<file path="src/rtl/wgf_pkg.sv">
// ---------------------------------------------------------------------------
// Worker grid factorizer package
// Shared constants and the lane status type.
// ---------------------------------------------------------------------------
package wgf_pkg;

    localparam int MAX_DIMS_DEF    = 4;
    localparam int WORKER_BITS_DEF = 16;
    localparam int EXTENT_BITS_DEF = 32;
    localparam int FIELD_DIMS      = 4;
    localparam int GRID_BITS       = 16;
    localparam int FIRST_TRIAL     = 2;

    // Status that a lane hands to the top-level controller.
    typedef struct packed {
        logic busy;
        logic done;
    } lane_stat_t;

endpackage

</file>
<file path="src/rtl/wgf_divider.sv">
// ---------------------------------------------------------------------------
// Restoring divider
// Unsigned divide, one quotient bit per cycle, with remainder.
// ---------------------------------------------------------------------------
module wgf_divider #(
    parameter int W = 32
) (
    input  logic         clk,
    input  logic         rst_n,
    input  logic         go,
    input  logic [W-1:0] num,
    input  logic [W-1:0] den,
    output logic         done,
    output logic [W-1:0] quo,
    output logic [W-1:0] rem
);

    localparam int CW = $clog2(W + 1);

    logic [CW-1:0] cnt_reg, cnt_next;
    logic          run_reg, run_next;
    logic          done_reg, done_next;
    logic [W-1:0]  q_reg, q_next;
    logic [W:0]    r_reg, r_next;
    logic [W-1:0]  d_reg, d_next;
    logic [W:0]    trial;

    always_comb
    begin
        run_next  = run_reg;
        cnt_next  = cnt_reg;
        done_next = 1'b0;
        q_next    = q_reg;
        r_next    = r_reg;
        d_next    = d_reg;
        trial     = '0;
        if (go)
        begin
            run_next = 1'b1;
            cnt_next = CW'(W);
            q_next   = num;
            r_next   = '0;
            d_next   = den;
        end
        else if (run_reg)
        begin
            trial = {r_reg[W-1:0], q_reg[W-1]};
            if (trial >= {1'b0, d_reg})
            begin
                r_next = trial - {1'b0, d_reg};
                q_next = {q_reg[W-2:0], 1'b1};
            end
            else
            begin
                r_next = trial;
                q_next = {q_reg[W-2:0], 1'b0};
            end
            cnt_next = cnt_reg - 1'b1;
            if (cnt_reg == CW'(1))
            begin
                run_next  = 1'b0;
                done_next = 1'b1;
            end
        end
    end

    always_ff @(posedge clk or negedge rst_n)
    begin
        if (!rst_n)
        begin
            run_reg  <= 1'b0;
            cnt_reg  <= '0;
            done_reg <= 1'b0;
        end
        else
        begin
            run_reg  <= run_next;
            cnt_reg  <= cnt_next;
            done_reg <= done_next;
        end
    end

    always_ff @(posedge clk)
    begin
        q_reg <= q_next;
        r_reg <= r_next;
        d_reg <= d_next;
    end

    assign done = done_reg;
    assign quo  = q_reg;
    assign rem  = r_reg[W-1:0];

endmodule

</file>
<file path="src/rtl/wgf_lane.sv">
// ---------------------------------------------------------------------------
// Span lane
// Computes ceil(extent / grid) for one dimension with its own divider; a zero extent counts as one.
// ---------------------------------------------------------------------------
module wgf_lane #(
    parameter int EXTENT_BITS = wgf_pkg::EXTENT_BITS_DEF,
    parameter int GRID_W      = 16
) (
    input  logic                   clk,
    input  logic                   rst_n,
    input  logic                   go,
    input  logic [EXTENT_BITS-1:0] extent,
    input  logic [GRID_W-1:0]      grid,
    output wgf_pkg::lane_stat_t    stat,
    output logic [EXTENT_BITS:0]   span
);

    logic [EXTENT_BITS-1:0] e_eff, g_eff, quo, rem;
    logic                   done, busy_reg;

    assign e_eff = (extent == '0) ? EXTENT_BITS'(1) : extent;
    // Grid values never exceed the worker count; widths above the extent
    // field are clipped, which still yields a span of one there.
    always_comb
    begin
        if (GRID_W > EXTENT_BITS && (grid >> EXTENT_BITS) != '0)
            g_eff = '1;
        else
            g_eff = EXTENT_BITS'(grid);
    end

    wgf_divider #(.W(EXTENT_BITS)) u_div (
        .clk  (clk),
        .rst_n(rst_n),
        .go   (go),
        .num  (e_eff),
        .den  (g_eff),
        .done (done),
        .quo  (quo),
        .rem  (rem)
    );

    always_ff @(posedge clk or negedge rst_n)
    begin
        if (!rst_n)
            busy_reg <= 1'b0;
        else if (go)
            busy_reg <= 1'b1;
        else if (done)
            busy_reg <= 1'b0;
    end

    assign span      = {1'b0, quo} + {{EXTENT_BITS{1'b0}}, (rem != '0)};
    assign stat.busy = busy_reg;
    assign stat.done = done;

endmodule

</file>
<file path="src/rtl/worker_grid_factorizer_top.sv">
// ---------------------------------------------------------------------------
// Worker grid factorizer
// Splits a worker count into per-dimension grid factors.
// ---------------------------------------------------------------------------
// The time an item takes depends on the worker count (longest for a large
// prime count): the prime factors are found by trial division on a single
// one-bit-per-cycle divider, and then for each prime all lanes compute their
// spans in parallel on their own dividers, after which a merge stage picks
// the widest dimension. busy stays high from start until the one-cycle result
// strobe done; results cannot be stalled.
module worker_grid_factorizer_top #(
    parameter int MAX_DIMS    = wgf_pkg::MAX_DIMS_DEF,
    parameter int WORKER_BITS = wgf_pkg::WORKER_BITS_DEF,
    parameter int EXTENT_BITS = wgf_pkg::EXTENT_BITS_DEF
) (
    input  logic        clk,
    input  logic        rst_n,
    input  logic        start,
    output logic        busy,
    input  logic [15:0] workers,
    input  logic [2:0]  dim_count,
    input  logic [31:0] extent_0,
    input  logic [31:0] extent_1,
    input  logic [31:0] extent_2,
    input  logic [31:0] extent_3,
    output logic        done,
    output logic [15:0] grid_0,
    output logic [15:0] grid_1,
    output logic [15:0] grid_2,
    output logic [15:0] grid_3
);

    localparam int ND   = wgf_pkg::FIELD_DIMS;
    localparam int WB   = WORKER_BITS;
    localparam int PS   = WB;            // primes fit in WORKER_BITS slots
    localparam int PW   = $clog2(PS + 1);
    localparam int IW   = $clog2(PS);
    localparam int DW   = $clog2(ND);
    localparam int LIM  = (MAX_DIMS < ND) ? MAX_DIMS : ND;

    localparam logic [2:0] S_IDLE  = 3'd0;
    localparam logic [2:0] S_TRY   = 3'd1;
    localparam logic [2:0] S_TDIV  = 3'd2;
    localparam logic [2:0] S_ASGN  = 3'd3;
    localparam logic [2:0] S_SPAN  = 3'd4;
    localparam logic [2:0] S_MERGE = 3'd5;
    localparam logic [2:0] S_OUT   = 3'd6;

    logic [2:0]             st_reg, st_next;
    logic [WB-1:0]          rest_reg, rest_next;
    logic [WB-1:0]          f_reg, f_next;
    logic [WB-1:0]          primes_reg [PS];
    logic [PW-1:0]          np_reg, np_next;
    logic [PW-1:0]          k_reg, k_next;
    logic [IW-1:0]          k_idx;
    logic [2:0]             dims_reg, dims_next;
    logic [WB-1:0]          grid_reg [ND];
    logic [EXTENT_BITS-1:0] ext_reg [ND];
    logic                   push;
    logic [WB-1:0]          push_val;
    logic                   done_reg;
    logic [ND-1:0][WB-1:0]  grid_nx;

    logic [2:0]             dc_sat;
    logic [WB-1:0]          w_in;
    logic [2*WB-1:0]        f_sq;

    logic                   dv_go, dv_done;
    logic [WB-1:0]          dv_q, dv_r;

    logic                   ln_go;
    wgf_pkg::lane_stat_t    ln_stat [ND];
    logic [EXTENT_BITS:0]   ln_span [ND];

    logic [DW-1:0]          best;
    logic [EXTENT_BITS:0]   best_span;
    logic [2*WB-1:0]        prod;

    assign w_in   = WB'({16'd0, workers} & ((33'd1 << WB) - 33'd1));
    assign dc_sat = (dim_count > 3'(LIM)) ? 3'(LIM) : dim_count;
    assign f_sq   = f_reg * f_reg;

    wgf_divider #(.W(WB)) u_tdiv (
        .clk  (clk),
        .rst_n(rst_n),
        .go   (dv_go),
        .num  (rest_reg),
        .den  (f_reg),
        .done (dv_done),
        .quo  (dv_q),
        .rem  (dv_r)
    );

    genvar gi;
    generate
        for (gi = 0; gi < ND; gi++)
        begin : g_lane
            wgf_lane #(.EXTENT_BITS(EXTENT_BITS), .GRID_W(WB)) u_lane (
                .clk   (clk),
                .rst_n (rst_n),
                .go    (ln_go),
                .extent(ext_reg[gi]),
                .grid  (grid_reg[gi]),
                .stat  (ln_stat[gi]),
                .span  (ln_span[gi])
            );
        end
    endgenerate

    // Merge: strict greater keeps the lowest dimension on a tie.
    always_comb
    begin
        best      = '0;
        best_span = ln_span[0];
        for (int i = 1; i < ND; i++)
        begin
            if (3'(i) < dims_reg && ln_span[i] > best_span)
            begin
                best      = DW'(i);
                best_span = ln_span[i];
            end
        end
    end

    assign k_idx = IW'(k_reg - 1'b1);
    assign prod  = grid_reg[best] * primes_reg[k_idx];

    always_comb
    begin
        st_next   = st_reg;
        rest_next = rest_reg;
        f_next    = f_reg;
        np_next   = np_reg;
        k_next    = k_reg;
        dims_next = dims_reg;
        dv_go     = 1'b0;
        ln_go     = 1'b0;
        push      = 1'b0;
        push_val  = rest_reg;
        for (int i = 0; i < ND; i++)
            grid_nx[i] = grid_reg[i];
        case (st_reg)
            S_IDLE:
            begin
                if (start)
                begin
                    rest_next = w_in;
                    f_next    = WB'(wgf_pkg::FIRST_TRIAL);
                    np_next   = '0;
                    dims_next = dc_sat;
                    for (int i = 0; i < ND; i++)
                        grid_nx[i] = WB'(1);
                    if (w_in > WB'(1) && dc_sat != 3'd0)
                        st_next = S_TRY;
                    else
                        st_next = S_OUT;
                end
            end
            S_TRY:
            begin
                if (f_sq <= {{WB{1'b0}}, rest_reg})
                begin
                    dv_go   = 1'b1;
                    st_next = S_TDIV;
                end
                else
                begin
                    if (rest_reg > WB'(1))
                    begin
                        push    = 1'b1;
                        np_next = np_reg + 1'b1;
                        k_next  = np_reg + 1'b1;
                    end
                    else
                        k_next = np_reg;
                    st_next = S_ASGN;
                end
            end
            S_TDIV:
            begin
                if (dv_done)
                begin
                    if (dv_r == '0)
                    begin
                        push_val  = f_reg;
                        push      = 1'b1;
                        np_next   = np_reg + 1'b1;
                        rest_next = dv_q;
                    end
                    else
                        f_next = f_reg + 1'b1;
                    st_next = S_TRY;
                end
            end
            S_ASGN:
            begin
                if (k_reg == '0)
                    st_next = S_OUT;
                else
                begin
                    ln_go   = 1'b1;
                    st_next = S_SPAN;
                end
            end
            S_SPAN:
            begin
                if (ln_stat[0].done)
                    st_next = S_MERGE;
            end
            S_MERGE:
            begin
                grid_nx[best] = prod[WB-1:0];
                k_next        = k_reg - 1'b1;
                st_next       = S_ASGN;
            end
            S_OUT:
                st_next = S_IDLE;
            default:
                st_next = S_IDLE;
        endcase
    end

    always_ff @(posedge clk or negedge rst_n)
    begin
        if (!rst_n)
        begin
            st_reg   <= S_IDLE;
            done_reg <= 1'b0;
        end
        else
        begin
            st_reg   <= st_next;
            done_reg <= (st_reg == S_OUT);
        end
    end

    always_ff @(posedge clk)
    begin
        rest_reg <= rest_next;
        f_reg    <= f_next;
        np_reg   <= np_next;
        k_reg    <= k_next;
        dims_reg <= dims_next;
        if (push)
            primes_reg[np_reg[$clog2(PS)-1:0]] <= push_val;
        for (int i = 0; i < ND; i++)
            grid_reg[i] <= grid_nx[i];
        if (st_reg == S_IDLE && start)
        begin
            ext_reg[0] <= EXTENT_BITS'(extent_0);
            ext_reg[1] <= EXTENT_BITS'(extent_1);
            ext_reg[2] <= EXTENT_BITS'(extent_2);
            ext_reg[3] <= EXTENT_BITS'(extent_3);
        end
    end

    assign busy   = (st_reg != S_IDLE);
    assign done   = done_reg;
    assign grid_0 = 16'(grid_reg[0]);
    assign grid_1 = 16'(grid_reg[1]);
    assign grid_2 = 16'(grid_reg[2]);
    assign grid_3 = 16'(grid_reg[3]);

    // Lanes run in lockstep, so all finish together.
    assert property (@(posedge clk) disable iff (!rst_n)
        ln_stat[0].done |-> ln_stat[ND-1].done)
        else $error("lanes out of step");
    assert property (@(posedge clk) disable iff (!rst_n)
        done |-> !busy)
        else $error("result strobe while busy");
    assert property (@(posedge clk) disable iff (!rst_n)
        (st_reg == S_MERGE) |-> (k_reg != '0))
        else $error("merge with no prime left");
    assert property (@(posedge clk) disable iff (!rst_n)
        start && !busy |=> busy)
        else $error("start not taken");
    assert property (@(posedge clk) disable iff (!rst_n)
        (st_reg == S_SPAN) |-> ln_stat[0].busy)
        else $error("lane idle while spans are pending");

endmodule
</file>
<file path="config.mk">
export PLATFORM = sky130hd
export DESIGN_NAME = worker_grid_factorizer_top
export DESIGN_NICKNAME = d
export VERILOG_FILES = /design/src/rtl/wgf_pkg.sv /design/src/rtl/wgf_divider.sv /design/src/rtl/wgf_lane.sv /design/src/rtl/worker_grid_factorizer_top.sv
export SDC_FILE = /design/constraint.sdc
export NUM_CORES = 2
export LEC_CHECK = 0
export BUFFER_PORTS_ARGS = -buffer_cell sky130_fd_sc_hd__buf_4
export CORE_ASPECT_RATIO = 1.1
export CORE_MARGIN = 5
export CORE_UTILIZATION = 30
export DETAILED_ROUTE_END_ITERATION = 10
export GPL_TIMING_DRIVEN = 0
export PLACE_DENSITY = 0.44
export SYNTH_ARGS = -nofsm -noshare
export SYNTH_HDL_FRONTEND = slang
export SYNTH_SLANG_ARGS = --single-unit
</file>
<file path="constraint.sdc">
create_clock -name clk -period 19.9 [get_ports clk]
set_clock_uncertainty 0.15 [all_clocks]
set_input_delay 2.985 -clock clk [delete_from_list [all_inputs] [get_ports clk]]
set_output_delay 2.985 -clock clk [all_outputs]
set_load 0.03 [all_outputs]
</file>
Word-level counts from Yosys, hierarchy flattened. Memories as Yosys holds them, arrays and structs flattened. Cells that the tools add are included.

Flip-flop bits (word level): 453. Bits in latches: 0. Bits in writable memories: 448. Bits in read-only memories: 0. Bits of input ports: 150. Output and inout bits: 66. Logic and storage cells: 227. Memories kept: 3.

Add/sub/neg operators: 17. Multiply operators: 2. Divide/modulo/power cells: 0. Magnitude comparators: 17. Equal/unequal tests: 17. Shift-type cells: 0. Multiplexer cells: 104. Bitwise logic cells: 0. Reduce and logical (&&, ||, !) cells: 33.

Memories: primes_reg (words 16, width 16, read ports 1, clocked after Yosys merged registers in 0, write ports 1, line worker_grid_factorizer_top.sv:52) `logic [WB-1:0] primes_reg [PS];`; ext_reg (words 4, width 32, read ports 4, clocked after Yosys merged registers in 0, write ports 4, line worker_grid_factorizer_top.sv:58) `logic [EXTENT_BITS-1:0] ext_reg [ND];`; grid_reg (words 4, width 16, read ports 5, clocked after Yosys merged registers in 0, write ports 4, line worker_grid_factorizer_top.sv:57) `logic [WB-1:0] grid_reg [ND];`.

Operators with widths (number): $mux 32 (16); $mux 16 (13); $add 32x1->33 (4); $ge 33x16->1 (4); $logic_not 32->1 (4); $pmux 64 s2 (1); $reduce_bool 32->1 (4); $sub 32x16->32 (4); $gt 33x33->1 (3); $mux 33 (2); $bwmux 64 (1); $mux 64 (1); $pmux 16 s2 (2); $mux 6 (8); $mux 1 (40); $mux 5 (7); $demux 16 s2 (1); $gt 16x1->1 const B (2); $le 32x16->1 (1); $mul 16x16->32 (1); $eq 6x1->1 const B (4); $sub 6x1->6 const B (4); $pmux 3 s6 (1); $ge 17x16->1 (1); other kinds (31) (61).

Logic depth before layout (Yosys ltp).
Depth in word-level cells: 17. Depth in mapped cells: 81.

Cells and area by module. A second synthesis with hierarchy kept.

Cell total of the unflattened synthesis: 6210. Area, all modules: 65381.5 um^2.

By module, submodules not included: worker_grid_factorizer_top (times used 1, cells each 2975, area each 34162.8 um^2, sequential area each 14904.3 um^2); wgf_divider (g_lane[0].u_lane.u_div ...) (times used 2, cells each 564, area each 5957.0 um^2, sequential area each 2762.6 um^2); wgf_divider (g_lane[2].u_lane.u_div) (times used 1, cells each 624, area each 6318.6 um^2, sequential area each 2762.6 um^2); wgf_divider (g_lane[3].u_lane.u_div) (times used 1, cells each 578, area each 5930.7 um^2, sequential area each 2762.6 um^2); wgf_lane (times used 4, cells each 156, area each 1007.2 um^2, sequential area each 25.0 um^2); wgf_divider (u_tdiv) (times used 1, cells each 281, area each 3026.7 um^2, sequential area each 1456.4 um^2).

Worst setup path after synthesis. OpenSTA, ideal clock, no wires.

Path type: reg-to-reg. Start point: register g_lane[1].u_lane.u_div.r_reg[19]. End point: memory grid_reg[0][15] in the netlist's numbering (data pin). Setup time: 0.276 ns. Arrival time: 15.725 ns. Data required time: 19.474 ns. Path slack: 3.750 ns. Stages on the path, launching flop included: 76. Path buffers: 9. Clock period less this slack: 16.150 ns. Cell sequence: dfxtp_1 or3_1 or3_1 or3_1 or3_1 nor2_1 nand3_1 or2_2 ha_1 ha_1 xor2_1 ha_1 a21oi_1 o21ai_0 maj3_1 a221o_1 o211ai_1 a21o_1 (+40 left out) inv_1 fa_1 inv_1 ha_1 a21oi_1 o21ai_0 a21o_1 a21oi_1 nor2_1 o41ai_1 xnor2_1 mux2i_1 a221oi_1 nand2_1 xnor2_1 xnor2_1 xnor2_1 a311oi_1.

RTL lines: start: declaration (line wgf_divider.sv:24) `logic [W:0] r_reg, r_next;`; start signal: assignment (line wgf_divider.sv:86) `r_reg <= r_next;`; end: declaration (line worker_grid_factorizer_top.sv:57).

==> impl_metrics.yaml <==
clock_network:
  cts_max_level: 3
  clkSinkCount: 901
  clock_latency_ps: 770
  tritoncts: "built"
  ctsLongestPathBuffers: 3
  cts_root_buf: "clkbuf_16"
  cts_inserted_buffers: 99
  clk_pin_slew_ps: 60
cells_and_area:
  nNetsFinal: 6711
  fin_util_pct: 34.89
  layout-drive-gt1-share_pct: 10.20
  syn_to_final_growth_pct: 15.90
  largest_register_ffs: 256
synth:
  netlist_instances: 5581
  synth_seq_area_share_pct: 44.38
  ys_async_sr_fraction_pct: 4.440
  synthesis.nets: 6335
  yosys_register_bits: 901
  synth.avg_cell_area_um2: 10.26
  ys_types: 78
  synth_ff_type: "edfxtp_1"
  yosys_warnings: 0
  synth_edf_count: 717
  netlist_area_um2: 57260
global_routing:
  grt_pass1_vias: 43378
  grt_max_degree: 89
  grt_util_all_layers_pct: 17.91
  grt_overflow: 0
  antenna_found_initial: 3
  grt_first_pass_wirelength_um: 273100
detailed_routing:
  drc: 0
  wire_per_inst_um: 21.02
  drt_wl_total_um: 180600
  vias_per_cell: 4.912
  drt_iter0_drc: 2898
  ant_nets: 0
  drt_first_pass_iters: 5
  num_vias: 42195
die:
  die_w_um: 426.6
  rows: 168
  dieArea_um2: 199700
  start_util_pct: 30.10
  ios: 216
  coreArea_um2: 190200
  die_h_um: 468.2
run_status:
  run_status: "finished clean"
place:
  portBuffers: 215
  pre_cts_slack_ps: -2819
  dpl.hpwl_um: 140500
  gp_congestion: 0.8456
sta:
  fin_crit_ps: 18740
  max_freq_mhz: 53.36
  setup_tns_ps: 0
  worstMarginPinSlew_ps: 1399
  hold_ws_ps: 292.9
  finalHoldViolations: 0
  setup_slack_ps: 1160
  grt_setup_unrepaired: "no"
  slew_violations: 0
  slew_headroom_pct: 6.735
  setup_viol: 0
  period_share_pct: 94.17
worst_setup_path:
  end_kind: "register"
  critPathTopFamily: "adder cells"
  r2r_slack_ps: 1160
  cp_num_buf_inv: 10
  worst-path-max-fanout: 20
  critical_path_class: "register to register"
  worstSetupStartpointType: "register"
  crit_arrival_ps: 19020
  cp.required_ps: 20180
  rr_endpoint: "grid_reg[1][15]$_SDFFCE_PN0P_"
  slowest_stage: "fa_1"
  slowest_delay_ps: 550
  rr_worst_depth: 68
  worst_r2r_startpoint: "g_lane[0].u_lane.u_div.r_reg[19]$_SDFFE_PP0P_"
worst_hold_path:
  whs_endpoint: "u_tdiv.d_reg[15]$_DFFE_PP_"
  hold_class: "register to register"
  hold_path_depth: 0
  worstHoldStart: "f_reg[15]$_SDFFCE_PN0P_"
flow_run:
  max-cap-violations: 0
timing repair:
item	in CTS	in global routing
endpoints found under the setup margin	30	4
hold buffers	0	0
resized for setup	10	20
pin swaps	6	3
setup buffers	9	1
stage by stage:
step                      cell area, um2  instances
after global placement             62070       8346
final                              66370       8591
after global routing               66370       8590
after floorplan                    57260       5581
after CTS                          66320       8587
after detailed placement           62760       8399
worst reg2reg max path: cells and delay by family (launching register included):
kind / cells / cell delay, ps
adders and majority gates: 12 / 4710
AOI/OAI and AO/OA: 20 / 4610
and+or+nand+nor: 20 / 4410
xor gates and xnor gates: 5 / 1330
DFF: 1 / 340
buffers and inverters: 10 / 2720
muxes: 1 / 160
placed cells by master, fill, tap and decap left out, types with 35 or more instances in the layout:
cell | Yosys | final
nand2b_1 | 74 | 70
nand3_1 | 90 | 90
xnor2_1 | 199 | 198
clkbuf_1 | 200 | 201
mux4_2 | 69 | 69
buf_4 | 0 | 252
nand4_1 | 72 | 72
mux2i_1 | 60 | 60
nor4_1 | 95 | 88
dfxtp_1 | 144 | 144
ha_1 | 355 | 355
o21ai_0 | 333 | 321
nand2_1 | 845 | 843
a21oi_1 | 279 | 279
xor2_1 | 90 | 90
a21o_1 | 50 | 50
and2_1 | 66 | 66
dfrtp_1 | 40 | 40
inv_1 | 517 | 516
nor2b_1 | 56 | 56
fa_1 | 249 | 249
clkbuf_16 | 0 | 99
nor2_1 | 426 | 426
mux2_2 | 35 | 35
nor3_1 | 76 | 67
a21boi_0 | 39 | 39
edfxtp_1 | 717 | 717
a211oi_1 | 58 | 58
layer usage:
metal	vias to the layer above	global-route usage, %	share of wire (%)	wire length (um)
met1	20979	23.43	44	79800
met4	0	4.525	2.3	4139
li1	20236	-	-	-
met2	809	31.53	49	89290
met5	-	0	0	0
met3	171	2.073	4.1	7373
cell type report:
type | count | area (um2)
Clock inverter | 66 | 897.1
Clock buffer | 117 | 2565
Buffer | 217 | 843.3
Tap cell | 2550 | 3191
Fill cell | 19196 | 123900
Antenna cell | 2 | 5.005
Multi-Input combinational cell | 3935 | 29240
Inverter | 524 | 1972
Timing Repair Buffer | 279 | 2245
Sequential cell | 901 | 25410
Yosys cell counts, drive strengths merged, types with 8 or more instances:
library cell	n	share of area, %
or2	21	0.23
a222oi	10	0.17
clkbuf	200	1.3
nor2b	56	0.61
a31oi	13	0.14
nand4b	10	0.15
or4	20	0.28
edfxtp	717	38
fa	249	8.7
mux2i	60	1.0
nor4	95	1.0
mux4	69	2.7
and3	26	0.28
nand4	73	0.81
nor2	426	2.8
o211ai	18	0.24
nand2b	74	0.81
or3	31	0.34
buf	21	0.15
nand2	845	5.5
a211oi	60	0.80
xnor2	199	3.0
xor2	90	1.4
inv	517	3.4
dfxtp	144	5.0
a21oi	279	2.4
dfrtp	40	1.7
o21a	27	0.35
a21o	50	0.66
ha	355	7.8
nor3	76	0.66
o21ai	339	3.0
a21boi	39	0.51
a22oi	8	0.10
nor4b	9	0.14
and4	14	0.21
mux2	37	0.73
and2	66	0.72
o31ai	10	0.16
nand3	91	0.80
how the worst max path moves through the flow:
stage,end,slack [ps],depth (start not counted),start
floorplan,grid_reg[0][15]$_SDFFCE_PN0P_,3750,75,g_lane[1].u_lane.u_div.r_reg[19]$_SDFFE_PP0P_
global placement,grid_reg[0][15]$_SDFFCE_PN0P_,-3500,75,g_lane[0].u_lane.u_div.r_reg[18]$_SDFFE_PP0P_
detailed placement,grid_reg[0][15]$_SDFFCE_PN0P_,-2820,77,g_lane[0].u_lane.u_div.r_reg[18]$_SDFFE_PP0P_
CTS,grid_reg[1][15]$_SDFFCE_PN0P_,500,72,g_lane[0].u_lane.u_div.r_reg[19]$_SDFFE_PP0P_
global route,grid_reg[0][15]$_SDFFCE_PN0P_,50,75,g_lane[0].u_lane.u_div.r_reg[19]$_SDFFE_PP0P_
finish,grid_reg[1][15]$_SDFFCE_PN0P_,1160,68,g_lane[0].u_lane.u_div.r_reg[19]$_SDFFE_PP0P_
logic make-up after synthesis:
logic type               Yosys count  share of synthesized area, %
flip-flops                       901                         44.38
XOR/XNOR                         289                         4.420
buffers and inverters            745                         4.894
multiplexers                     166                         4.490
adder cells (fa/ha/maj)          607                         16.51
AO/OA/AOI/OAI                    922                         9.621
AND/OR/NAND/NOR                 1951                         15.68
Power is not shown: default switching activity piles up to over one toggle a cycle in this logic, so the estimate is an artifact.
